## src/hdl/sxot_pkg.sv

```systemverilog
`timescale 1ns / 1ps
// ----------------------------------------------------------------------------
// Shared/exclusive owner table package
// Word types, action codes and default sizes used across the owner table.
// ----------------------------------------------------------------------------
package sxot_pkg;

  // Default table size and stored id width.
  localparam int MaxOwnerSlotsDef = 16;
  localparam int IdBitsDef        = 16;

  // Fixed field widths of the words on the ports.
  localparam int ReqW   = 16;
  localparam int CountW = 5;

  // Action codes carried in the input word.
  typedef enum logic [1:0] {
    ACT_GET_SHARED = 2'd0,
    ACT_GET_EXCL   = 2'd1,
    ACT_FREE       = 2'd2,
    ACT_CHECK      = 2'd3
  } sxot_action_e;

  // Input word: one request.
  typedef struct packed {
    logic [1:0]      action;
    logic [ReqW-1:0] requester;
  } sxot_in_t;

  // Output word: one result.
  typedef struct packed {
    logic              outcome;
    logic [CountW-1:0] owner_count;
    logic              exclusive_held;
  } sxot_out_t;

endpackage

```

## src/hdl/sxot_mem.sv

```systemverilog
`timescale 1ns / 1ps
// ----------------------------------------------------------------------------
// Owner id memory
// Simple dual-port synchronous RAM with one write port and one registered
// read port.
// ----------------------------------------------------------------------------
module sxot_mem #(
  parameter int Depth = 16,
  parameter int Width = 16,
  parameter int AddrW = 4
) (
  input  logic             clk_i,
  input  logic             we_i,
  input  logic [AddrW-1:0] waddr_i,
  input  logic [Width-1:0] wdata_i,
  input  logic             re_i,
  input  logic [AddrW-1:0] raddr_i,
  output logic [Width-1:0] rdata_o
);

  logic [Width-1:0] mem_q [Depth];
  logic [Width-1:0] rdata_q;

  // Write port.
  always_ff @(posedge clk_i) begin
    if (we_i) begin
      mem_q[waddr_i] <= wdata_i;
    end
  end

  // Registered read port.
  always_ff @(posedge clk_i) begin
    if (re_i) begin
      rdata_q <= mem_q[raddr_i];
    end
  end

  assign rdata_o = rdata_q;

endmodule

```

## src/hdl/sxot_ctrl.sv

```systemverilog
`timescale 1ns / 1ps
// ----------------------------------------------------------------------------
// Owner table sequencer
// Holds the owner count and exclusive flag, scans the id memory for a
// requester, shifts the list down after a free and registers the result word.
// ----------------------------------------------------------------------------
module sxot_ctrl #(
  parameter int MAX_OWNER_SLOTS = 16,
  parameter int ID_BITS         = 16,
  parameter int IdxW            = 4
) (
  input  logic                clk_i,
  input  logic                rst_ni,
  input  logic                in_valid_i,
  output logic                in_stall_o,
  input  sxot_pkg::sxot_in_t  in_word_i,
  output logic                out_valid_o,
  input  logic                out_stall_i,
  output sxot_pkg::sxot_out_t out_word_o,
  output logic                mem_we_o,
  output logic [IdxW-1:0]     mem_waddr_o,
  output logic [ID_BITS-1:0]  mem_wdata_o,
  output logic                mem_re_o,
  output logic [IdxW-1:0]     mem_raddr_o,
  input  logic [ID_BITS-1:0]  mem_rdata_i
);

  import sxot_pkg::*;

  localparam int CntW = $clog2(MAX_OWNER_SLOTS + 1);
  localparam logic [CntW-1:0] MaxCnt = CntW'(MAX_OWNER_SLOTS);
  localparam logic [CntW-1:0] OneCnt = CntW'(1);

  typedef enum logic [1:0] {
    ST_IDLE,
    ST_SCAN,
    ST_SHIFT,
    ST_DONE
  } state_e;

  state_e           state_q, state_d;
  sxot_action_e     op_q, op_d;
  logic [ID_BITS-1:0] id_q, id_d;
  logic [CntW-1:0]  total_q, total_d;
  logic             excl_q, excl_d;
  logic [CntW-1:0]  scan_q, scan_d;
  logic             cmp_valid_q, cmp_valid_d;
  logic [IdxW-1:0]  cmp_idx_q, cmp_idx_d;
  logic [CntW-1:0]  src_q, src_d;
  logic             shv_q, shv_d;
  logic [IdxW-1:0]  wr_idx_q, wr_idx_d;
  logic             outcome_q, outcome_d;
  logic             out_valid_q, out_valid_d;
  sxot_out_t        out_q, out_d;

  logic [ID_BITS-1:0] in_id;
  logic               hit;
  logic               accept;

  assign in_id      = ID_BITS'(in_word_i.requester);
  assign in_stall_o = (state_q != ST_IDLE);
  assign accept     = in_valid_i && (state_q == ST_IDLE);
  assign hit        = cmp_valid_q && (mem_rdata_i == id_q);

  // Next state, memory requests and result formation.
  always_comb begin
    state_d     = state_q;
    op_d        = op_q;
    id_d        = id_q;
    total_d     = total_q;
    excl_d      = excl_q;
    scan_d      = scan_q;
    cmp_valid_d = cmp_valid_q;
    cmp_idx_d   = cmp_idx_q;
    src_d       = src_q;
    shv_d       = shv_q;
    wr_idx_d    = wr_idx_q;
    outcome_d   = outcome_q;
    out_valid_d = out_valid_q;
    out_d       = out_q;
    mem_we_o    = 1'b0;
    mem_waddr_o = total_q[IdxW-1:0];
    mem_wdata_o = in_id;
    mem_re_o    = 1'b0;
    mem_raddr_o = scan_q[IdxW-1:0];

    // The downstream side takes the waiting word.
    if (out_valid_q && !out_stall_i) begin
      out_valid_d = 1'b0;
    end

    unique case (state_q)
      ST_IDLE: begin
        if (in_valid_i) begin
          id_d = in_id;
          op_d = sxot_action_e'(in_word_i.action);
          unique case (sxot_action_e'(in_word_i.action)) inside
            ACT_GET_SHARED: begin
              // Append unless held exclusively or the table is full.
              if (!excl_q && (total_q < MaxCnt)) begin
                mem_we_o    = 1'b1;
                mem_waddr_o = total_q[IdxW-1:0];
                total_d     = total_q + OneCnt;
                outcome_d   = 1'b0;
              end else begin
                outcome_d = 1'b1;
              end
              state_d = ST_DONE;
            end
            ACT_GET_EXCL: begin
              // Only granted when nobody owns the device.
              if (total_q == '0) begin
                mem_we_o    = 1'b1;
                mem_waddr_o = '0;
                total_d     = OneCnt;
                excl_d      = 1'b1;
                outcome_d   = 1'b0;
              end else begin
                outcome_d = 1'b1;
              end
              state_d = ST_DONE;
            end
            ACT_FREE, ACT_CHECK: begin
              scan_d      = '0;
              cmp_valid_d = 1'b0;
              state_d     = ST_SCAN;
            end
            default: begin
              state_d = ST_IDLE;
            end
          endcase
        end
      end

      ST_SCAN: begin
        // Pipelined scan: issue one read per cycle, compare the previous one.
        if (hit) begin
          cmp_valid_d = 1'b0;
          if (op_q == ACT_FREE) begin
            src_d   = CntW'(cmp_idx_q) + OneCnt;
            shv_d   = 1'b0;
            state_d = ST_SHIFT;
          end else begin
            outcome_d = 1'b0;
            state_d   = ST_DONE;
          end
        end else if (scan_q < total_q) begin
          mem_re_o    = 1'b1;
          mem_raddr_o = scan_q[IdxW-1:0];
          cmp_valid_d = 1'b1;
          cmp_idx_d   = scan_q[IdxW-1:0];
          scan_d      = scan_q + OneCnt;
        end else begin
          cmp_valid_d = 1'b0;
          outcome_d   = 1'b1;
          state_d     = ST_DONE;
        end
      end

      ST_SHIFT: begin
        // Each entry above the freed slot moves down by one.
        if (shv_q) begin
          mem_we_o    = 1'b1;
          mem_waddr_o = wr_idx_q;
          mem_wdata_o = mem_rdata_i;
        end
        if (src_q < total_q) begin
          mem_re_o    = 1'b1;
          mem_raddr_o = src_q[IdxW-1:0];
          wr_idx_d    = IdxW'(src_q - OneCnt);
          shv_d       = 1'b1;
          src_d       = src_q + OneCnt;
        end else begin
          shv_d = 1'b0;
          if (!shv_q) begin
            total_d   = total_q - OneCnt;
            excl_d    = 1'b0;
            outcome_d = 1'b0;
            state_d   = ST_DONE;
          end
        end
      end

      ST_DONE: begin
        // Load the result word once the output register is free.
        if (!out_valid_q || !out_stall_i) begin
          out_valid_d          = 1'b1;
          out_d.outcome        = outcome_q;
          out_d.owner_count    = CountW'(total_q);
          out_d.exclusive_held = excl_q;
          state_d              = ST_IDLE;
        end
      end

      default: begin
        state_d = ST_IDLE;
      end
    endcase
  end

  // State and registered outputs.
  always_ff @(posedge clk_i or negedge rst_ni) begin
    if (!rst_ni) begin
      state_q     <= ST_IDLE;
      op_q        <= ACT_GET_SHARED;
      id_q        <= '0;
      total_q     <= '0;
      excl_q      <= 1'b0;
      scan_q      <= '0;
      cmp_valid_q <= 1'b0;
      cmp_idx_q   <= '0;
      src_q       <= '0;
      shv_q       <= 1'b0;
      wr_idx_q    <= '0;
      outcome_q   <= 1'b0;
      out_valid_q <= 1'b0;
      out_q       <= '0;
    end else begin
      state_q     <= state_d;
      op_q        <= op_d;
      id_q        <= id_d;
      total_q     <= total_d;
      excl_q      <= excl_d;
      scan_q      <= scan_d;
      cmp_valid_q <= cmp_valid_d;
      cmp_idx_q   <= cmp_idx_d;
      src_q       <= src_d;
      shv_q       <= shv_d;
      wr_idx_q    <= wr_idx_d;
      outcome_q   <= outcome_d;
      out_valid_q <= out_valid_d;
      out_q       <= out_d;
    end
  end

  assign out_valid_o = out_valid_q;
  assign out_word_o  = out_q;

  // Exclusive ownership always means exactly one listed owner.
  assert property (@(posedge clk_i) disable iff (!rst_ni) excl_q |-> (total_q == OneCnt))
    else $error("exclusive flag set without a single owner");

  // The owner count never exceeds the table size.
  assert property (@(posedge clk_i) disable iff (!rst_ni) total_q <= MaxCnt)
    else $error("owner count above table size");

  // A granted shared get adds exactly one owner.
  assert property (@(posedge clk_i) disable iff (!rst_ni)
      (accept && (in_word_i.action == ACT_GET_SHARED) && !excl_q && (total_q < MaxCnt))
      |=> (total_q == $past(total_q) + OneCnt))
    else $error("shared get did not add an owner");

  // Compare and shift pipelines only run inside their own phases.
  assert property (@(posedge clk_i) disable iff (!rst_ni)
      (cmp_valid_q |-> (state_q == ST_SCAN)) and (shv_q |-> (state_q == ST_SHIFT)))
    else $error("memory read pipeline active outside its phase");

endmodule

```

## src/hdl/shared_exclusive_owner_table_top.sv

```systemverilog
`timescale 1ns / 1ps
// ----------------------------------------------------------------------------
// Shared/exclusive owner table
// Records which requesters own a shared device and whether it is held
// exclusively; answers get, free and check requests one word at a time.
// ----------------------------------------------------------------------------
// The table handles one request at a time, with the owner ids kept in a
// synchronous RAM that has one write port and one read port. A granted
// shared or exclusive get writes the RAM when the request is taken, and no
// get needs a scan. A check scans the listed owners, reading one entry per
// cycle. A free scans the same way and stops at the first match, then a
// shift-down pass moves each entry above it one slot down, one entry per
// cycle through the read and write ports. The result register lets a new
// request be taken while the previous result still waits downstream. No
// clearing pass is needed after reset.
module shared_exclusive_owner_table_top #(
  parameter int MAX_OWNER_SLOTS = sxot_pkg::MaxOwnerSlotsDef,
  parameter int ID_BITS         = sxot_pkg::IdBitsDef
) (
  input  logic                clk_i,
  input  logic                rst_ni,
  input  logic                in_valid_i,
  output logic                in_stall_o,
  input  sxot_pkg::sxot_in_t  in_word_i,
  output logic                out_valid_o,
  input  logic                out_stall_i,
  output sxot_pkg::sxot_out_t out_word_o
);

  import sxot_pkg::*;

  localparam int IdxW = (MAX_OWNER_SLOTS > 1) ? $clog2(MAX_OWNER_SLOTS) : 1;

  logic               mem_we;
  logic [IdxW-1:0]    mem_waddr;
  logic [ID_BITS-1:0] mem_wdata;
  logic               mem_re;
  logic [IdxW-1:0]    mem_raddr;
  logic [ID_BITS-1:0] mem_rdata;

  // Sequencer and state registers.
  sxot_ctrl #(
    .MAX_OWNER_SLOTS(MAX_OWNER_SLOTS),
    .ID_BITS        (ID_BITS),
    .IdxW           (IdxW)
  ) u_ctrl (
    .clk_i      (clk_i),
    .rst_ni     (rst_ni),
    .in_valid_i (in_valid_i),
    .in_stall_o (in_stall_o),
    .in_word_i  (in_word_i),
    .out_valid_o(out_valid_o),
    .out_stall_i(out_stall_i),
    .out_word_o (out_word_o),
    .mem_we_o   (mem_we),
    .mem_waddr_o(mem_waddr),
    .mem_wdata_o(mem_wdata),
    .mem_re_o   (mem_re),
    .mem_raddr_o(mem_raddr),
    .mem_rdata_i(mem_rdata)
  );

  // Owner id storage.
  sxot_mem #(
    .Depth(MAX_OWNER_SLOTS),
    .Width(ID_BITS),
    .AddrW(IdxW)
  ) u_mem (
    .clk_i  (clk_i),
    .we_i   (mem_we),
    .waddr_i(mem_waddr),
    .wdata_i(mem_wdata),
    .re_i   (mem_re),
    .raddr_i(mem_raddr),
    .rdata_o(mem_rdata)
  );

endmodule
```

## config.mk

```make
export PLATFORM = sky130hd
export DESIGN_NAME = shared_exclusive_owner_table_top
export DESIGN_NICKNAME = d
export VERILOG_FILES = /design/src/hdl/sxot_pkg.sv /design/src/hdl/sxot_mem.sv /design/src/hdl/sxot_ctrl.sv /design/src/hdl/shared_exclusive_owner_table_top.sv
export SDC_FILE = /design/constraint.sdc
export NUM_CORES = 1
export LEC_CHECK = 0
export ABC_CLOCK_PERIOD_IN_PS = 4300
export BUFFER_PORTS_ARGS = -buffer_cell sky130_fd_sc_hd__buf_2
export CAP_MARGIN = 20
export CELL_PAD_IN_SITES_DETAIL_PLACEMENT = 1
export CELL_PAD_IN_SITES_GLOBAL_PLACEMENT = 2
export CORE_ASPECT_RATIO = 0.9
export CORE_MARGIN = 2
export CORE_UTILIZATION = 44
export DETAILED_ROUTE_END_ITERATION = 8
export GPL_TIMING_DRIVEN = 0
export PLACE_DENSITY = 0.85
export SLEW_MARGIN = 20
export SYNTH_ARGS = -nofsm -noshare
export SYNTH_HDL_FRONTEND = slang
export SYNTH_SLANG_ARGS = --single-unit
```

## constraint.sdc

```tcl
create_clock -name clk_i -period 4.3 [get_ports clk_i]
set_input_delay 1.29 -clock clk_i [delete_from_list [all_inputs] [get_ports clk_i]]
set_output_delay 1.29 -clock clk_i [all_outputs]
set_load 0.05 [all_outputs]
```

==> qor.log <==
[floorplanning] vertical die dimension 175 um
[timing] setup clock skew after layout 30.4 ps
[logic_synthesis] average instance area after synthesis 12.7 um2
[global_routing] met1 routing resource usage after global routing 0.353
[timing] post-route setup slack 298 ps
[timing] final sum of negative setup slack 0 ps
[clock_network] H-tree depth 2
[logic_synthesis] number of instances in the synthesized netlist 1120
[floorplanning] area inside the core boundary 0.0319 mm2
[logic_synthesis] number of warning messages in the yosys log 0
[timing] transition at the pin with the smallest max-transition slack 1180 ps
[logic_synthesis] Yosys reg bits 327
[timing] worst rel slew slack 0.208
[critical_path] crit-path max FO 10
[run_status] outcome finished, final reports clean
[routing] via count of the routed design 9632
[timing] hold violation count in the final report 0
[global_routing] met3 track utilization from global routing 0.0446
[placed_design] area of placed instances 0.0152 mm2
[routing] number of DRC markers in iteration 0 794
[pwr] cell leakage power 5.97 nW
[routing] total routed wirelength 40900 um
[placed_design] Routability Congestion 0.820
[critical_path] r2r startpoint u_ctrl.total_q[2]
[pwr] peak supply drop 0.466 mV
[clock_network] clock root buffer sky130_fd_sc_hd__clkbuf_16
[critical_path] crit path capture type flip-flop
[global_routing] largest net degree at the start of global routing 56
[worst_hold_path] worst min-delay path startpoint u_ctrl.op_q[1]
[floorplanning] area of the die 0.0339 mm2
[layout] final core utilization 0.514
[logic_synthesis] Cell variety after synth 64
[floorplanning] horizontal extent of the die 194 um
[clock_network] TritonCTS Buffers 36
[placed_design] detailed placement HPWL 28200 um
[pwr] cell area power density 740 mW/mm2
[floorplanning] number of placement rows 62
[worst_hold_path] Hold Path End u_ctrl.op_q[1]
[logic_synthesis] predominant post-synthesis flop cell sky130_fd_sc_hd__edfxtp_1
[routing] DRT Pass-1 Iters 6
[clock_network] hold buffer count at CTS 0
[timing] final count of negative-setup-slack endpoints 0
[layout] antenna fix cells 0
[critical_path] crit path launch type flip-flop
[layout] fillcell total 3228
[layout] Area Growth Syn to Fin 14.9%
[logic_synthesis] Post-synth EDFFs 272
[logic_synthesis] share of the yosys chip area belonging to registers 0.669
[run] number of max-cap violations 0
[clock_network] Sink Count 327
[critical_path] depth of the worst register-to-register path 14
[global_routing] wire length of the first global-routing pass 62800 um
[global_routing] most heavily used metal layer in global routing met2
[layout] Finished Cell Area 0.0164 mm2
[layout] most common cell after layout, fill and taps aside sky130_fd_sc_hd__edfxtp_1
[worst_hold_path] Hold Crit Class flip-flop to flip-flop
[worst_hold_path] number of instances on the worst hold path 1
[routing] detailed-route wire length per cell 24.8 um
[global_routing] M2 GR Usage 0.384
[global_routing] via count of the first global-routing pass 10200
[critical_path] R2R setup slack 300 ps
[clock_network] insertion delay to the later sink of the worst-skew pair 530 ps
[routing] mean number of vias per cell 5.84
[critical_path] type of the worst setup path flip-flop to flip-flop
[timing] Highest Clock Rate 250 MHz
[clock_network] clock slew at reported path FFs 60 ps
[layout] share of post-route cells with drive strength above 1 0.165
[placed_design] number of buffer cells added on primary ports 30
[clock_network] maximum count of clock buffers along a single path 3
[layout] commonest cells after routing, fill and taps aside 272 x sky130_fd_sc_hd__edfxtp_1, 203 x sky130_fd_sc_hd__nand2_1, 68 x sky130_fd_sc_hd__a21oi_1, 55 x sky130_fd_sc_hd__dfrtp_1
[layout] NumNets Final 1246
[critical_path] critical path launch point u_ctrl.total_q[2]
[logic_synthesis] Async SR Flop Fraction 0.168
[global_routing] antenna violations before repair 0
[timing] final critical-path share of the clock period 0.931
[floorplanning] number of primary I/O pins 31
[logic_synthesis] Mapped Nets 1160
[critical_path] Critical Path RT 4530 ps
[placed_design] pre-CTS setup slack 111 ps
[floorplanning] Initial Util 0.447
[critical_path] end of the worst register-to-register path u_mem.rdata_o[14]
[routing] DRC 0
[clock_network] CTS tree built
[timing] min Tclk post-route 4000 ps
[global_routing] global route total overflow 0
[global_routing] global-route usage over all layers 0.245
[routing] ANT nets after route 0
[timing] setup repair after global routing missed its margin false
[timing] number of pins exceeding their max-slew limit in the final report 0
[logic_synthesis] cell area after technology mapping 0.0143 mm2
[timing] hold slack final 498 ps
[critical_path] Arr. time, crit path 4240 ps
## timing repair
item / 4_1_cts / 5_1_grt
buffers inserted: 0 / 4
endpoints found under the setup margin: 0 / 9
resized for setup: 0 / 8
## metrics by stage
step / std cells / power, W
finish: 1649 / 0.0121
global route: 1649 / 0.0127
CTS: 1645 / 0.0121
detailed placement: 1580 / 0.00900
global placement: 1566 / 0.00877
floorplan: 1120 / 0.00734
## synth_stat cells, types with 2 or more instances
cell                          n  area share
sky130_fd_sc_hd__a2111oi_1    3      0.0021
sky130_fd_sc_hd__nor3b_1      5      0.0026
sky130_fd_sc_hd__clkbuf_1    30      0.0079
sky130_fd_sc_hd__o21ai_1     19      0.0067
sky130_fd_sc_hd__nor2_1      65       0.017
sky130_fd_sc_hd__a21o_1      11      0.0058
sky130_fd_sc_hd__mux2_2      35       0.028
sky130_fd_sc_hd__edfxtp_1   272        0.57
sky130_fd_sc_hd__ha_1        18       0.016
sky130_fd_sc_hd__nor2b_1      5      0.0022
sky130_fd_sc_hd__o21ai_0     30       0.011
sky130_fd_sc_hd__buf_4       10      0.0053
sky130_fd_sc_hd__xnor2_1     19       0.012
sky130_fd_sc_hd__nand3b_1     3      0.0016
sky130_fd_sc_hd__a21oi_1     70       0.025
sky130_fd_sc_hd__buf_2       13      0.0046
sky130_fd_sc_hd__a31oi_1     14      0.0061
sky130_fd_sc_hd__dfrtp_1     55       0.096
sky130_fd_sc_hd__nand3_1     49       0.017
sky130_fd_sc_hd__o21a_1       3      0.0016
sky130_fd_sc_hd__nor2_2       2     0.00088
sky130_fd_sc_hd__mux2i_4      2      0.0032
sky130_fd_sc_hd__a2111oi_0    2      0.0012
sky130_fd_sc_hd__a311oi_1     7      0.0043
sky130_fd_sc_hd__nand2b_1     7      0.0031
sky130_fd_sc_hd__a22oi_1     29       0.015
sky130_fd_sc_hd__nand4_1     10      0.0044
sky130_fd_sc_hd__buf_1        2     0.00053
sky130_fd_sc_hd__a22o_1       6      0.0037
sky130_fd_sc_hd__nor3_1       9      0.0032
sky130_fd_sc_hd__a211oi_1     5      0.0026
sky130_fd_sc_hd__mux2i_1     40       0.028
sky130_fd_sc_hd__o211ai_1     5      0.0026
sky130_fd_sc_hd__buf_6        5      0.0039
sky130_fd_sc_hd__nand2_1    203       0.053
sky130_fd_sc_hd__a221oi_1     7      0.0043
sky130_fd_sc_hd__inv_1       22      0.0058
sky130_fd_sc_hd__o311ai_0     2      0.0012
## routing by layer
metal | vias up | share of wire
met5 | - | 0
met1 | 4936 | 0.45
met2 | 321 | 0.46
met4 | 0 | 0.019
li1 | 4310 | -
met3 | 65 | 0.071
## layout make-up
| type | count | area, um2 | share of cell area |
|---|---|---|---|
| Clock buffer | 47 | 972 | 0.0593 |
| Buffer | 61 | 329 | 0.0201 |
| Sequential cell | 327 | 9540 | 0.582 |
| Tap cell | 416 | 520 | 0.0318 |
| Multi-Input combinational cell | 710 | 4380 | 0.267 |
| Clock inverter | 18 | 203 | 0.0124 |
| Timing Repair Buffer | 48 | 364 | 0.0222 |
| Inverter | 22 | 82.6 | 0.00504 |
## flip-flops by register name, indices dropped and copies added (netlist names)
signal / cells
u_ctrl.cmp_idx_q: 4
u_ctrl.outcome_q: 1
u_ctrl.total_q: 5
u_ctrl.wr_idx_q: 4
u_ctrl.out_valid_o: 1
u_ctrl.src_q: 5
u_ctrl.id_q: 16
u_ctrl.shv_q: 1
u_mem.rdata_o: 16
u_ctrl.cmp_valid_q: 1
u_ctrl.state_q: 2
u_ctrl.out_word_o: 7
u_ctrl.op_q: 2
u_mem.mem_q: 256
u_ctrl.excl_q: 1
u_ctrl.scan_q: 5
## where the power goes
part	switching [W]	internal, W	total (W)
logic	0.00317	0.00148	0.00464
registers	0.000278	0.00412	0.00440
clock network	0.00125	0.00184	0.00309
## critical path, stage by stage, from the launching register on
cell	delay, ps
sky130_fd_sc_hd__dfrtp_1	320
sky130_fd_sc_hd__clkbuf_1	280
sky130_fd_sc_hd__inv_1	230
sky130_fd_sc_hd__ha_1	370
sky130_fd_sc_hd__a21o_1	220
sky130_fd_sc_hd__a31oi_4	210
sky130_fd_sc_hd__a21o_1	160
sky130_fd_sc_hd__buf_6	140
sky130_fd_sc_hd__buf_6	180
sky130_fd_sc_hd__a21o_4	150
sky130_fd_sc_hd__buf_4	190
sky130_fd_sc_hd__clkbuf_1	700
sky130_fd_sc_hd__nand4_1	220
sky130_fd_sc_hd__nand4_1	220
sky130_fd_sc_hd__a21oi_1	130
## worst max-delay path by stage
stage                                     to  slack, ps  depth (start not counted)
after detailed placement    u_mem.rdata_o[8]        110                         13
after floorplan            u_mem.mem_q[8][0]        990                          6
after global placement    u_mem.mem_q[0][11]       -350                          7
after global routing        u_mem.rdata_o[2]         90                         12
final                      u_mem.rdata_o[14]        300                         14
after CTS                   u_mem.rdata_o[8]         40                         14
## cells by family after synthesis
logic type      count (synthesis)  share of synthesized area
xor+xnor                       20                     0.0123
buf+inv                        83                     0.0285
compound gates                227                      0.104
mux                            80                     0.0617
fa+ha+maj                      18                     0.0158
flops                         327                      0.669
simple gates                  365                      0.109
No activity file was read; power rests on OpenSTA's default activity.
